[config.mk]
export PLATFORM = sky130hd
export DESIGN_NAME = atrp_front
export DESIGN_NICKNAME = d
export VERILOG_FILES = /design/src/sv/accel_tilt_roll_pitch_assert.svh /design/src/sv/atrp_pkg.sv /design/src/sv/atrp_front.sv
export SDC_FILE = /design/constraint.sdc
export NUM_CORES = 2
export LEC_CHECK = 0
export ABC_AREA = 1
export BUFFER_PORTS_ARGS = -buffer_cell sky130_fd_sc_hd__buf_2
export CORE_UTILIZATION = 33
export CTS_CLUSTER_DIAMETER = 200
export DETAILED_ROUTE_END_ITERATION = 8
export REMOVE_ABC_BUFFERS = 1
export SYNTH_ARGS = -nofsm -noshare
export SYNTH_HDL_FRONTEND = slang
export SYNTH_SLANG_ARGS = --single-unit
[constraint.sdc]
create_clock -name clk -period 11.9 [get_ports clk]
set_input_delay 0.595 -clock clk [delete_from_list [all_inputs] [get_ports clk]]
set_output_delay 0.595 -clock clk [all_outputs]
set_load 0.01 [all_outputs]
[src/sv/accel_tilt_roll_pitch_assert.svh]
// Assertion macros shared by the tilt-angle block.
`ifndef ACCEL_TILT_ROLL_PITCH_ASSERT_SVH
`define ACCEL_TILT_ROLL_PITCH_ASSERT_SVH

// Same-cycle implication, checked outside reset.
`define ATRP_ASSERT_NOW(label, ante, cons) \
  label: assert property (@(posedge clk) disable iff (!rst_n) (ante) |-> (cons)) \
    else $error("atrp assertion failed");

// Next-cycle implication, checked outside reset.
`define ATRP_ASSERT_NEXT(label, ante, cons) \
  label: assert property (@(posedge clk) disable iff (!rst_n) (ante) |=> (cons)) \
    else $error("atrp assertion failed");

`endif

[src/sv/atrp_pkg.sv]
// ----------------------------------------------------------------------------
// atrp_pkg
// Constants, types and the arctangent table of the tilt-angle block.
// ----------------------------------------------------------------------------
package atrp_pkg;

  localparam int CORDIC_STEPS    = 16;
  localparam int ANGLE_FRAC_BITS = 8;
  localparam int TAB_LEN         = 24;
  localparam int ACC_FRAC        = 20;
  localparam int CORDIC_N = (CORDIC_STEPS < TAB_LEN) ? CORDIC_STEPS : TAB_LEN;

  localparam int ACCEL_W = 16;
  localparam int ANGLE_W = 16;
  localparam int SQ_W    = 32;            // a^2 + b^2
  localparam int RAD_W   = SQ_W + 16;     // radicand, 8 fraction bits in the root
  localparam int ROOT_W  = RAD_W / 2;
  localparam int REM_W   = ROOT_W + 3;
  localparam int XY_W    = 28;
  localparam int Z_W     = 29;
  localparam int SQRT_N  = ROOT_W;
  localparam int LAT     = SQRT_N + CORDIC_N;
  localparam int RND_SH  = ACC_FRAC - ANGLE_FRAC_BITS;

  typedef struct packed {
    logic [SQ_W-1:0]           sq_roll;
    logic [SQ_W-1:0]           sq_pitch;
    logic signed [ACCEL_W-1:0] num_roll;
    logic signed [ACCEL_W-1:0] num_pitch;
  } atrp_item_t;

  // round(atan(2^-i) * 2^20) in degrees
  function automatic logic [Z_W-1:0] atan_entry(input int unsigned i);
    unique case (i)
      0:  return Z_W'(47185920);
      1:  return Z_W'(27855475);
      2:  return Z_W'(14718068);
      3:  return Z_W'(7471121);
      4:  return Z_W'(3750058);
      5:  return Z_W'(1876857);
      6:  return Z_W'(938658);
      7:  return Z_W'(469357);
      8:  return Z_W'(234682);
      9:  return Z_W'(117342);
      10: return Z_W'(58671);
      11: return Z_W'(29335);
      12: return Z_W'(14668);
      13: return Z_W'(7334);
      14: return Z_W'(3667);
      15: return Z_W'(1833);
      16: return Z_W'(917);
      17: return Z_W'(458);
      18: return Z_W'(229);
      19: return Z_W'(115);
      20: return Z_W'(57);
      21: return Z_W'(29);
      22: return Z_W'(14);
      23: return Z_W'(7);
      default: return '0;
    endcase
  endfunction

endpackage

[src/sv/atrp_front.sv]
// ----------------------------------------------------------------------------
// atrp_front
// Takes a sample, forms the two sums of squares and the two numerators.
// ----------------------------------------------------------------------------
module atrp_front (
  input  logic                 clk,
  input  logic                 rst_n,
  input  logic                 in_valid,
  output logic                 in_ready,
  input  logic signed [15:0]   in_x,
  input  logic signed [15:0]   in_y,
  input  logic signed [15:0]   in_z,
  output logic                 push_valid,
  input  logic                 push_ready,
  output atrp_pkg::atrp_item_t push_item
);
  import atrp_pkg::*;

  logic       valid_r, valid_nxt;
  atrp_item_t item_r, item_nxt;
  logic signed [SQ_W-1:0] xx, yy, zz;

  assign xx = SQ_W'(in_x * in_x);
  assign yy = SQ_W'(in_y * in_y);
  assign zz = SQ_W'(in_z * in_z);

  assign in_ready = !valid_r || push_ready;

  always_comb begin
    valid_nxt = valid_r;
    item_nxt  = item_r;
    if (in_ready) begin
      valid_nxt = in_valid;
      item_nxt.sq_roll   = $unsigned(xx) + $unsigned(zz);
      item_nxt.sq_pitch  = $unsigned(yy) + $unsigned(zz);
      item_nxt.num_roll  = in_y;
      item_nxt.num_pitch = in_x;
    end
  end

  always_ff @(posedge clk) begin
    if (!rst_n) begin
      valid_r <= 1'b0;
    end else begin
      valid_r <= valid_nxt;
    end
    item_r <= item_nxt;
  end

  assign push_valid = valid_r;
  assign push_item  = item_r;
endmodule

=== Word level (Yosys, flattened, before mapping) ===
Index checks and enable logic that the tools add are counted.

* Reduce and logical (&&, ||, !) cells: 2
* Add/sub/neg operators: 2
* Eq/ne operators: 0
* $lt $le $gt $ge: 0
* Shift operators: 0
* Multiply operators: 3
* Bitwise operators: 0
* Divide/modulo/power cells: 0
* Mux-type cells: 0

{| class="wikitable"
|+ Operator list
! kind !! number
|-
| $mul 16x16->32 || 3
|-
| $add 32x32->32 || 2
|-
| $logic_not 1->1 || 1
|-
| $logic_or 1x1->1 || 1
|}

* Bits in writable memories: 0
* Memory bits (read-only): 0
* Flip-flop bits (word level): 97
* Input bits: 52
* Memories: 0
* Bits in latches: 0
* Output and inout bits: 98

=== Longest topological paths before layout ===
* Depth after elaboration: 2
* Mapped depth: 48

=== Worst setup path before layout ===
OpenSTA, ideal clock, no wires.

* Path kind: input-to-reg
* From: input port in_z[1]
* To: register item_r, in the netlist push_item[63] (data pin)
* Setup slack: 2.434 ns
* Arrival: 9.214 ns
* Setup time: 0.252 ns
* Required time: 11.648 ns
* Stages: 40
* Path through: clkbuf_1 -> clkbuf_1 -> nand2_1 -> inv_1 -> fa_1 -> fa_1 -> inv_1 -> fa_1 -> inv_1 -> fa_1 -> inv_1 -> fa_1 -> fa_1 -> inv_1 -> ha_1 -> a21o_1 -> a221oi_1 -> nand2_1 -> [... 4 more ...] -> ha_1 -> fa_1 -> inv_1 -> fa_1 -> inv_1 -> fa_1 -> inv_1 -> fa_1 -> inv_1 -> ha_1 -> inv_1 -> nor3_1 -> nand2_1 -> or2_2 -> nand3_1 -> nor2_1 -> nand3_1 -> nand2_1

* Longest elaborated chain between the ends: 2

{| class="wikitable"
|+ RTL lines
! element !! RTL line !! RTL
|-
| start: declaration || atrp_front.sv:12 || <nowiki>input logic signed [15:0] in_z,</nowiki>
|-
| $mul 16x16->32 || atrp_front.sv:25 || <nowiki>assign zz = SQ_W'(in_z * in_z);</nowiki>
|-
| $add 32x32->32 || atrp_front.sv:35 || <nowiki>item_nxt.sq_pitch = $unsigned(yy) + $unsigned(zz);</nowiki>
|-
| end signal: assignment || atrp_front.sv:47 || <nowiki>item_r <= item_nxt;</nowiki>
|-
| end: declaration || atrp_front.sv:20 || <nowiki>atrp_item_t item_r, item_nxt;</nowiki>
|}

No other way between the ends.
A chain may end at the register's enable or synchronous reset.

=== Worst setup path after layout ===
* From: input port in_z[15]
* To: register item_r, in the netlist push_item[61] (data pin)

The elaborated chain is that of the path after synthesis.

==> results.txt <==
Status: finished, final reports clean
Sequential share of the synthesized area: 0.0884
CP most frequent cell: fa_1
Period utilisation layout: 0.875
Vias in the first global route: 25000
Cell variety after synth: 43
First-pass GRT wire length: 133000 um
DIE AREA: 101000 um^2
H-tree depth: 3
Ratio of cells with drive above 1 in the final layout: 0.0549
Worst r2r src: push_valid$_SDFFE_PN0P_
Rows: 115
Nets: 4919
Clk root buf: clkbuf_16
RSZ-0062 raised after global routing: no
Largest family of logic cells by synthesized area: adder cells
Antenna Nets Post-Route: 0
Initial DRC count: 1256
Post-Synth Simple-Gate Area: 0.111
DR vias: 22900
Post-CTS sizing: 0
Worst Setup Slack post-DPL: 1.16 ns
Final cell utilization of the core: 0.357
Highest Clock Rate: 96.0 MHz
Setup Viol. Count Final: 0
Critical Path Start: in_z[15]
Syn Area/Cell: 8.80 um^2
Seq cells post-synth: 97
Met1 wire length: 36000 um
Hold Startpoint: in_valid
Synth Flop Type: edfxtp_1
Wirelength, routed: 80200 um
Adder-Cell Fraction of Synth Area: 0.582
Largest net degree at the start of global routing: 57
Core area: 98400 um^2
Worst Hold Class: in -> reg
Wire per inst: 15.7 um
Cells after Synth: 3731
Initial core utilization: 0.334
Final Hold Vio Count: 0
Worst Path Arrival: 10.65 ns
Post-Syn Area: 32800 um^2
Slowest CP cell: fa_1
Uppermost layer routed: met5
Syn-to-layout area delta: 7.08%
Via density: 4.49
Worst Path Max Fanout: 22
Max Cap Viol: 0
Final hold slack: 0.456 ns
Num ports: 150
Met2 WL: 39700 um
Clk sinks: 97
Crit path time final: 10.41 ns
Crit end category: flop
DRC viols: 0
Clock slew at reported path FFs: 0.09 ns
Final WS setup: 1.49 ns
Clk buf depth: 2
WP data required: 12.13 ns
Clk_lat worst skew: 0.40 ns
Antenna cells: 0
Setup TNS: 0 ns
Routed wl met3: 3390 um
Hold buffers post-CTS: 0
Worst Skew: 0.0194 ns
Die W: 317 um
Worst rel slew slack: 0.431
Async SR Flop Fraction: 0
Placer Congestion: 0.911
Setup bufs post-CTS: 0
Yosys warnings: 0
Crit Path Class: in -> reg
Total CTS buffers: 9
DR pass1 iterations: 6
Crit path largest cell delay: 0.53 ns
Multiplexer area fraction after synthesis: 0
Fill cells: 10200
Chip Height: 317 um
CP Launch Type: primary input
Grt total ovfl: 0
Initial antenna violation count: 6
Overall routing resource usage: 0.169
Worst-margin pin slew: 0.851 ns
DP Wirelength: 68900 um
Post-synth EDFFs: 96
Post-synthesis compound-gate area fraction: 0.0353
TritonCTS clock tree: built
Input/output buffers: 149
Max-slew violation count: 0
XOR/XNOR Fraction of Synth Area: 0.0285
## registers in the layout (all words and copies together) (netlist names)
name	flops
push_valid	1
push_item	96
## worst max-delay path: cells and delay by family
family | cells | cell delay, ns
xor+xnor | 3 | 0.76
simple gates | 9 | 1.72
buf+inv | 9 | 1.09
fa+ha+maj | 13 | 5.70
compound gates | 4 | 0.77
## synth_stat cells, types with 3 or more instances
| master | number | share of area |
|---|---|---|
| or2_2 | 15 | 0.0029 |
| xnor2_1 | 39 | 0.010 |
| a21boi_0 | 4 | 0.00091 |
| edfxtp_1 | 96 | 0.088 |
| a31oi_1 | 3 | 0.00057 |
| o21ai_1 | 5 | 0.00076 |
| a21o_1 | 13 | 0.0030 |
| o21ai_0 | 40 | 0.0061 |
| nor2_1 | 119 | 0.014 |
| clkbuf_1 | 87 | 0.0099 |
| xor2_1 | 68 | 0.018 |
| nand3_2 | 5 | 0.0015 |
| ha_1 | 293 | 0.11 |
| a21oi_2 | 3 | 0.00080 |
| o21ai_2 | 8 | 0.0021 |
| fa_1 | 771 | 0.47 |
| a221oi_1 | 3 | 0.00080 |
| nand4_1 | 10 | 0.0019 |
| nand2_1 | 683 | 0.078 |
| nand3_1 | 60 | 0.0091 |
| inv_1 | 1262 | 0.14 |
| nor3_1 | 10 | 0.0015 |
| nor4_1 | 4 | 0.00076 |
| o21bai_1 | 11 | 0.0025 |
| a21oi_1 | 94 | 0.014 |
## worst paths after layout
| kind | slack (ns) | endpoint | cells past startpoint |
|---|---|---|---|
| worst max register to register | 9.95 | push_item[7]$_DFFE_PP_ | 2 |
| worst min register to register | 1.04 | push_valid$_SDFFE_PN0P_ | 2 |
| worst min-delay path | 0.46 | push_valid$_SDFFE_PN0P_ | 3 |
| worst max-delay path | 1.49 | push_item[61]$_DFFE_PP_ | 38 |
## cell families (layout without fill, tap and decap cells)
kind of cell    count (synthesis)  after routing
xor+xnor                      107            107
flops                          97             97
fa+ha+maj                    1064           1064
buf+inv                      1355           1432
compound gates                195            195
simple gates                  913            913
## through the flow
step           cells  cell area [um^2]
2_1_floorplan   3641             32500
3_3_place_gp    5079             34900
3_5_place_dp    5079             34900
4_1_cts         5095             35200
5_1_grt         5095             35200
6_report        5095             35200
## routing by layer
metal | track usage | up-vias
met5 | 0 | -
met4 | 0.0282 | 8
met3 | 0.0164 | 52
met2 | 0.297 | 420
met1 | 0.229 | 11600
li1 | - | 10800
## layout make-up
class	instances	area (um^2)	area share
clock buffer	9	225	0.00641
clock inverter	7	60.1	0.00171
inverter	1265	4750	0.135
multi-input combinational	2279	24800	0.707
sequential	97	2900	0.0826
tap	1287	1610	0.0458
timing repair buffer	151	761	0.0216
## placed cells by master, fill, tap and decap left out, types with 4 or more instances in the layout
cell type	n
xnor2_1	39
nor3_1	10
o21ai_0	40
buf_2	149
nand2_1	682
xor2_1	68
nand3_2	5
edfxtp_1	96
or2_2	15
fa_1	771
clkbuf_16	9
a21o_1	13
o21ai_2	8
o21bai_1	11
a21boi_0	4
ha_1	293
nand4_1	10
inv_1	1262
nor2_1	119
nor4_1	4
a21oi_1	94
o21ai_1	5
nand3_1	60
Power is left out: the tool's default activity adds up to more than one toggle a clock period on the data nets, which glitch-free logic cannot reach.
