==> src/sv/accel_tilt_roll_pitch_assert.svh <==
// Assertion macros shared by the tilt-angle block.
`ifndef ACCEL_TILT_ROLL_PITCH_ASSERT_SVH
`define ACCEL_TILT_ROLL_PITCH_ASSERT_SVH

// Same-cycle implication, checked outside reset.
`define ATRP_ASSERT_NOW(label, ante, cons) \
  label: assert property (@(posedge clk) disable iff (!rst_n) (ante) |-> (cons)) \
    else $error("atrp assertion failed");

// Next-cycle implication, checked outside reset.
`define ATRP_ASSERT_NEXT(label, ante, cons) \
  label: assert property (@(posedge clk) disable iff (!rst_n) (ante) |=> (cons)) \
    else $error("atrp assertion failed");

`endif

==> src/sv/atrp_pkg.sv <==
// ----------------------------------------------------------------------------
// atrp_pkg
// Constants, types and the arctangent table of the tilt-angle block.
// ----------------------------------------------------------------------------
package atrp_pkg;

  localparam int CORDIC_STEPS    = 16;
  localparam int ANGLE_FRAC_BITS = 8;
  localparam int TAB_LEN         = 24;
  localparam int ACC_FRAC        = 20;
  localparam int CORDIC_N = (CORDIC_STEPS < TAB_LEN) ? CORDIC_STEPS : TAB_LEN;

  localparam int ACCEL_W = 16;
  localparam int ANGLE_W = 16;
  localparam int SQ_W    = 32;            // a^2 + b^2
  localparam int RAD_W   = SQ_W + 16;     // radicand, 8 fraction bits in the root
  localparam int ROOT_W  = RAD_W / 2;
  localparam int REM_W   = ROOT_W + 3;
  localparam int XY_W    = 28;
  localparam int Z_W     = 29;
  localparam int SQRT_N  = ROOT_W;
  localparam int LAT     = SQRT_N + CORDIC_N;
  localparam int RND_SH  = ACC_FRAC - ANGLE_FRAC_BITS;

  typedef struct packed {
    logic [SQ_W-1:0]           sq_roll;
    logic [SQ_W-1:0]           sq_pitch;
    logic signed [ACCEL_W-1:0] num_roll;
    logic signed [ACCEL_W-1:0] num_pitch;
  } atrp_item_t;

  // round(atan(2^-i) * 2^20) in degrees
  function automatic logic [Z_W-1:0] atan_entry(input int unsigned i);
    unique case (i)
      0:  return Z_W'(47185920);
      1:  return Z_W'(27855475);
      2:  return Z_W'(14718068);
      3:  return Z_W'(7471121);
      4:  return Z_W'(3750058);
      5:  return Z_W'(1876857);
      6:  return Z_W'(938658);
      7:  return Z_W'(469357);
      8:  return Z_W'(234682);
      9:  return Z_W'(117342);
      10: return Z_W'(58671);
      11: return Z_W'(29335);
      12: return Z_W'(14668);
      13: return Z_W'(7334);
      14: return Z_W'(3667);
      15: return Z_W'(1833);
      16: return Z_W'(917);
      17: return Z_W'(458);
      18: return Z_W'(229);
      19: return Z_W'(115);
      20: return Z_W'(57);
      21: return Z_W'(29);
      22: return Z_W'(14);
      23: return Z_W'(7);
      default: return '0;
    endcase
  endfunction

endpackage

==> src/sv/atrp_fifo.sv <==
// ----------------------------------------------------------------------------
// atrp_fifo
// Two-entry queue between the front stage and the angle pipeline.
// ----------------------------------------------------------------------------
module atrp_fifo (
  input  logic                 clk,
  input  logic                 rst_n,
  input  logic                 push_valid,
  output logic                 push_ready,
  input  atrp_pkg::atrp_item_t push_item,
  output logic                 pop_valid,
  input  logic                 pop_ready,
  output atrp_pkg::atrp_item_t pop_item
);
  import atrp_pkg::*;
  `include "accel_tilt_roll_pitch_assert.svh"

  atrp_item_t mem_r [2];
  logic       wr_ptr_r, wr_ptr_nxt;
  logic       rd_ptr_r, rd_ptr_nxt;
  logic [1:0] cnt_r, cnt_nxt;
  logic       push, pop;

  assign push_ready = (cnt_r != 2'd2);
  assign pop_valid  = (cnt_r != 2'd0);
  assign push       = push_valid && push_ready;
  assign pop        = pop_valid && pop_ready;
  assign pop_item   = mem_r[rd_ptr_r];

  always_comb begin
    wr_ptr_nxt = push ? !wr_ptr_r : wr_ptr_r;
    rd_ptr_nxt = pop ? !rd_ptr_r : rd_ptr_r;
    cnt_nxt    = cnt_r + 2'(push) - 2'(pop);
  end

  always_ff @(posedge clk) begin
    if (!rst_n) begin
      wr_ptr_r <= 1'b0;
      rd_ptr_r <= 1'b0;
      cnt_r    <= 2'd0;
    end else begin
      wr_ptr_r <= wr_ptr_nxt;
      rd_ptr_r <= rd_ptr_nxt;
      cnt_r    <= cnt_nxt;
    end
    if (push) begin
      mem_r[wr_ptr_r] <= push_item;
    end
  end

  `ATRP_ASSERT_NOW(a_cnt_bound, 1'b1, cnt_r != 2'd3)
  `ATRP_ASSERT_NOW(a_ptr_match, (cnt_r == 2'd0) || (cnt_r == 2'd2), wr_ptr_r == rd_ptr_r)
  `ATRP_ASSERT_NEXT(a_pop_only, pop && !push, cnt_r == $past(cnt_r) - 2'd1)
endmodule

==> config.mk <==
export PLATFORM = sky130hd
export DESIGN_NAME = atrp_fifo
export DESIGN_NICKNAME = d
export VERILOG_FILES = /design/src/sv/atrp_pkg.sv /design/src/sv/atrp_fifo.sv
export VERILOG_INCLUDE_DIRS = /design/src /design/src/sv
export SDC_FILE = /design/constraint.sdc
export NUM_CORES = 1
export LEC_CHECK = 0
export BUFFER_PORTS_ARGS = -buffer_cell sky130_fd_sc_hd__buf_2
export CAP_MARGIN = 25
export CORE_ASPECT_RATIO = 1.5
export CORE_UTILIZATION = 40
export CTS_CLUSTER_DIAMETER = 40
export DETAILED_ROUTE_END_ITERATION = 7
export PLACE_DENSITY_LB_ADDON = 0.15
export SETUP_SLACK_MARGIN = 0.02
export SYNTH_ARGS = -nofsm -noshare
export SYNTH_HDL_FRONTEND = slang
export SYNTH_SLANG_ARGS = --single-unit
export TNS_END_PERCENT = 5
==> constraint.sdc <==
create_clock -name clk -period 4.9 [get_ports clk]
set_input_delay 0.49 -clock clk [delete_from_list [all_inputs] [get_ports clk]]
set_output_delay 0.49 -clock clk [all_outputs]
set_load 0.05 [all_outputs]
---- Yosys cells after proc, flatten, opt, wreduce, memory -nomap -nowiden ----
Memories as Yosys holds them, arrays and structs flattened. A register that Yosys moved wholly into a read port is not among the register bits.
Cells that the tools add are included.
storage, ports and cells
  register bits ........................... 4
  RAM bits ................................ 192
  bits of input ports ..................... 100
  output and inout port bits .............. 98
  logic and storage cells ................. 16
  memories ................................ 1
memory list
  memory  depth  bits a word  read ports  clocked after memory_dff  wr ports  line             RTL
  mem_r   2      96           1           1                         1         atrp_fifo.sv:18  atrp_item_t mem_r [2];
cells by class
  $add $sub $neg .......................... 2
  eq/ne operators ......................... 1
  multiplexer cells ....................... 4
  reductions and logical operators ........ 5
operator list
  operator            count
  $mux 1              4
  $add 2x1->2         1
  $logic_and 1x1->1   2
  $logic_not 1->1     2
  $ne 2x2->1 const B  1
  $reduce_bool 2->1   1
  $sub 2x1->2         1

---- Logic depth before layout (Yosys ltp) ----
  word-level depth ........................ 4
  mapped depth ............................ 6
  gate-level depth less buffers ........... 6

---- Worst setup path before layout ----
OpenSTA, ideal clock, no wires.
  path type ............................... register to register
  start ................................... register cnt_r[0]
  end ..................................... memory mem_r[1][0] (netlist bit), enable pin
  setup time .............................. 0.466 ns
  data arrival time ....................... 3.256 ns
  required time ........................... 4.434 ns
  setup slack ............................. 1.177 ns
  stages on the path, launching flop included .. 3
  path buffers ............................ 0
  period minus slack after synthesis ...... 3.723 ns
  cells stage by stage .................... dfxtp_1 nand2b_1 and3_1
between the ends
  word-level cells in the longest chain between the ends .. 4
ends and longest elaborated chain
  what                          line             RTL
  start, declared               atrp_fifo.sv:21  logic [1:0] cnt_r, cnt_nxt;
  start signal, assigned        atrp_fifo.sv:44  cnt_r <= cnt_nxt;
  $ne 2x2->1                    atrp_fifo.sv:24  assign push_ready = (cnt_r != 2'd2);
  net push_ready                atrp_fifo.sv:9   output logic push_ready,
  $logic_and 1x1->1             atrp_fifo.sv:26  assign push = push_valid && push_ready;
  $mux 1                        atrp_fifo.sv:46  if (push) begin
  $mux 1 (implied by the code)  atrp_fifo.sv:47  mem_r[wr_ptr_r] <= push_item;
  end, declared                 atrp_fifo.sv:18
The timed path passes the listed nets, and every way through them passes these cells.

==> results by group <==
Logic synthesis
  – Syn. warnings: 0
  – Cells after synthesis: 329
  – Synth top area share: 78.0%
  – Mapped Area: 0.00739 mm²
  – Netlist cell types: 27
  – Mapped Avg Cell Area: 22.5 µm²
  – Yosys top cell by area: edfxtp_1
  – Mapped Nets: 430
  – Ranking of synthesized cells by area: edfxtp_1 78%, mux2_2 8.5%, mux2_4 8.1%
  – Seq/Total Area, Yosys: 79.4%
  – Flops & latches, synth: 197

Route
  – First-pass iteration count of the detailed router: 4
  – Vias post-DR: 3709
  – WL/cell: around 18 µm
  – Drt first-iter violations: between 100 and 150
  – Total wire length: 13700 µm
  – Residual DRC: 0
  – Via density per instance: 4.82
  – Post-route ant nets: 0

Timing
  – Clk_skew: 0.00573 ns
  – Worst Max-Slew Pin Slew: around 0.98 ns
  – RSZ-0062 raised after global routing: false
  – Setup TNS: 0 ns
  – Top achievable clock speed: 331 MHz
  – Final worst path period need: roughly 3.0 ns
  – Crit share post-route: 61.7%
  – Max_slew headroom: between 30% and 40%
  – Final hold vios: 0
  – Slew Limit Fails: 0
  – Final setup fails: 0

Floorplan
  – Starting Density: 41.0%
  – Die Width: between 100 and 150 µm
  – Die ar.: 0.0190 mm²
  – Die Y: about 170 µm
  – # IOs: approximately 200
  – Placeable core area: 0.0180 mm²
  – Rows: 60

Power
  – Peak VDD IR: between 0.2 and 0.3 mV
  – NetSw: approximately 1700 µW
  – P_int: between 3000 and 4000 µW
  – Leakage dissipation: 0.00345 µW
  – Share of total power in sequential cells: 44.6%
  – Combinational power share: approximately 30%
  – PwrDens: 530 mW/mm²
  – Switching Share: 34.9%
  – Tot Pwr: between 4000 and 5000 µW
  – Clock power share: 25.3%

Placement
  – GP Congestion: 0.744
  – Placed Instances: 736
  – HPWL after DPL: around 9000 µm
  – Port bufs: 197
  – Area post-placement: 0.00856 mm²

Global routing
  – GRT busiest layer: met2
  – Met2 Usage GRT: 26.8%
  – Grt met1 use: 14.3%
  – GR Overflow Total: 0
  – Largest net degree at the start of global routing: 76
  – Vias in the first global route: 3982
  – Total GRT Usage: 14.6%
  – Met3 GRT Util: 4.83%
  – Initial antenna violation count: 2
  – Global-route wire length before repair: 20200 µm

Critical path
  – WS Path Type: reg -> out
  – Worst Path Max Fanout: 62
  – Crit-path cells: buf_4 -> mux2_2 -> buf_2
  – CP delay by family, top: flip-flops
  – Highest-delay cell along the critical path: dfxtp_4
  – Arrival time worst endpoint: ~2.5 ns
  – Crit. End Element: output pin
  – Slowest stage delay, CP: 0.99 ns
  – Buf+Inv Stages, Crit Path: 2
  – Crit start category: register
  – Required @ worst endpoint: 4.41 ns

Hold path
  – Type of the tightest min-delay check: in -> reg

Clocking
  – Num CTS Buffers: 17
  – CTS Hold Bufs: 0
  – CTS tree: built
  – Clock Latency Late Sink: 0.42 ns
  – Clock slew at reported path FFs: around 0.070 ns
  – Max Root-Sink Buffers: 2
  – Num Clock Sinks: 197
  – Post-CTS Setup Bufs: 0
  – Clock Tree Root: clkbuf_16
  – Post-CTS Resized: 0
  – H-Tree Depth: 4

Cells and area
  – Layout Cells excl Fill: a little under 800
  – Final instance area: 0.00911 mm²
  – Layout cells sized above 1: 60.1%
  – Post-synthesis to final-layout area growth: 23.2%
  – Fin util: 50.6%
  – Final #Nets: 640

Run status
  – Status: finished, final reports clean

Run
  – Max cap viols: 0
## cells in the final DEF (no fill, tap or decap), drive strengths merged
cell type,n
nor4,1
clkinvlp,2
xor2,1
or2,1
clkbuf,19
a21oi,1
nand3b,1
nand3,1
nor4bb,1
and2,1
mux2,96
a21bo,1
nor2,4
nor3,1
edfxtp,192
dfxtp,5
inv,3
o21ba,1
and3,2
ha,1
diode,2
nor2b,1
clkinv,9
o31a,1
nand2b,1
buf,202
o21ai,2
## cell usage after synthesis (all sizes together)
cell type and number:
a21oi 1, nand3b 1, and2 1, nor2 4, o31a 1, nor4 1
and3 2, a21bo 1, xor2 1, o21ba 1, inv 2, nor2b 1
nor4bb 1, buf 11, ha 1, mux2 96, or2 1, nor3 1
dfxtp 5, nand3 1, nand2b 1, o21ai 2, edfxtp 192
## through the flow
stage,hold slack [ns],worst slack (ns)
final,0.257,1.88
after CTS,0.224,1.82
after floorplan,0.472,1.18
after global routing,0.226,1.72
after global placement,0.485,2.32
after detailed placement,0.499,2.29
## registers in the layout, summed over array words and instances, names as in the netlist, named ones only
name / count
rd_ptr_r: 1
mem_r: 192
wr_ptr_r: 1
cnt_r: 2
## worst reg2reg max path, cell delays in order (launching register included)
cell	delay (ns)
dfxtp_1	0.42
nand2b_1	0.21
nand3b_1	0.16
inv_4	0.62
buf_4	0.57
## final cells by class
class | instances | area (µm²)
diodes | 2 | 5.00
flip-flops and latches | 197 | 5870
clock buffers | 19 | 433
repair buffers | 202 | 1040
well taps | 217 | 272
inverters | 2 | 10.0
fillers | 1547 | 8910
clock inverters | 12 | 83.8
multi-input cells | 119 | 1390
## power groups by stage
| stage | Sequential [µW] | Clock (µW) | Combinational, µW |
|---|---|---|---|
| global route | 2180 | 1330 | 1520 |
| floorplan | 2120 | 0 | 1280 |
| finish | 2160 | 1220 | 1450 |
| detailed placement | 2200 | 0 | 1460 |
| CTS | 2160 | 1270 | 1460 |
| global placement | 2190 | 0 | 1450 |
## kinds of logic (layout without fill, tap and decap cells)
logic type	after synthesis	in the layout	synth area share (%)
buffers and inverters	13	235	1.88
adders and majority gates	1	1	0.169
AOI/OAI and AO/OA	6	6	0.592
xor gates and xnor gates	1	1	0.119
DFF	197	197	79.4
other	0	2	0
muxes	96	96	16.7
and+or+nand+nor	15	15	1.24
## layer usage
layer,vias to the layer above,wire [µm],share of wire [%]
li1,1723,-,-
met1,1849,4820,35
met2,119,7700,56
met3,18,806,5.9
met4,0,389,2.8
met5,-,0,0
## final timing paths
path / from / depth (start not counted) / slack [ns] / endpoint
min reg2reg: rd_ptr_r$_SDFFE_PN0P_ / 2 / 0.51 / rd_ptr_r$_SDFFE_PN0P_
max: register / 3 / 1.88 / pop_item[50]
max reg2reg: cnt_r[0]$_SDFF_PN0_ / 4 / 2.55 / mem_r[0][72]$_DFFE_PP_
min: push_item[93] / 1 / 0.26 / mem_r[0][93]$_DFFE_PP_
(Power assumes the default switching activity.)
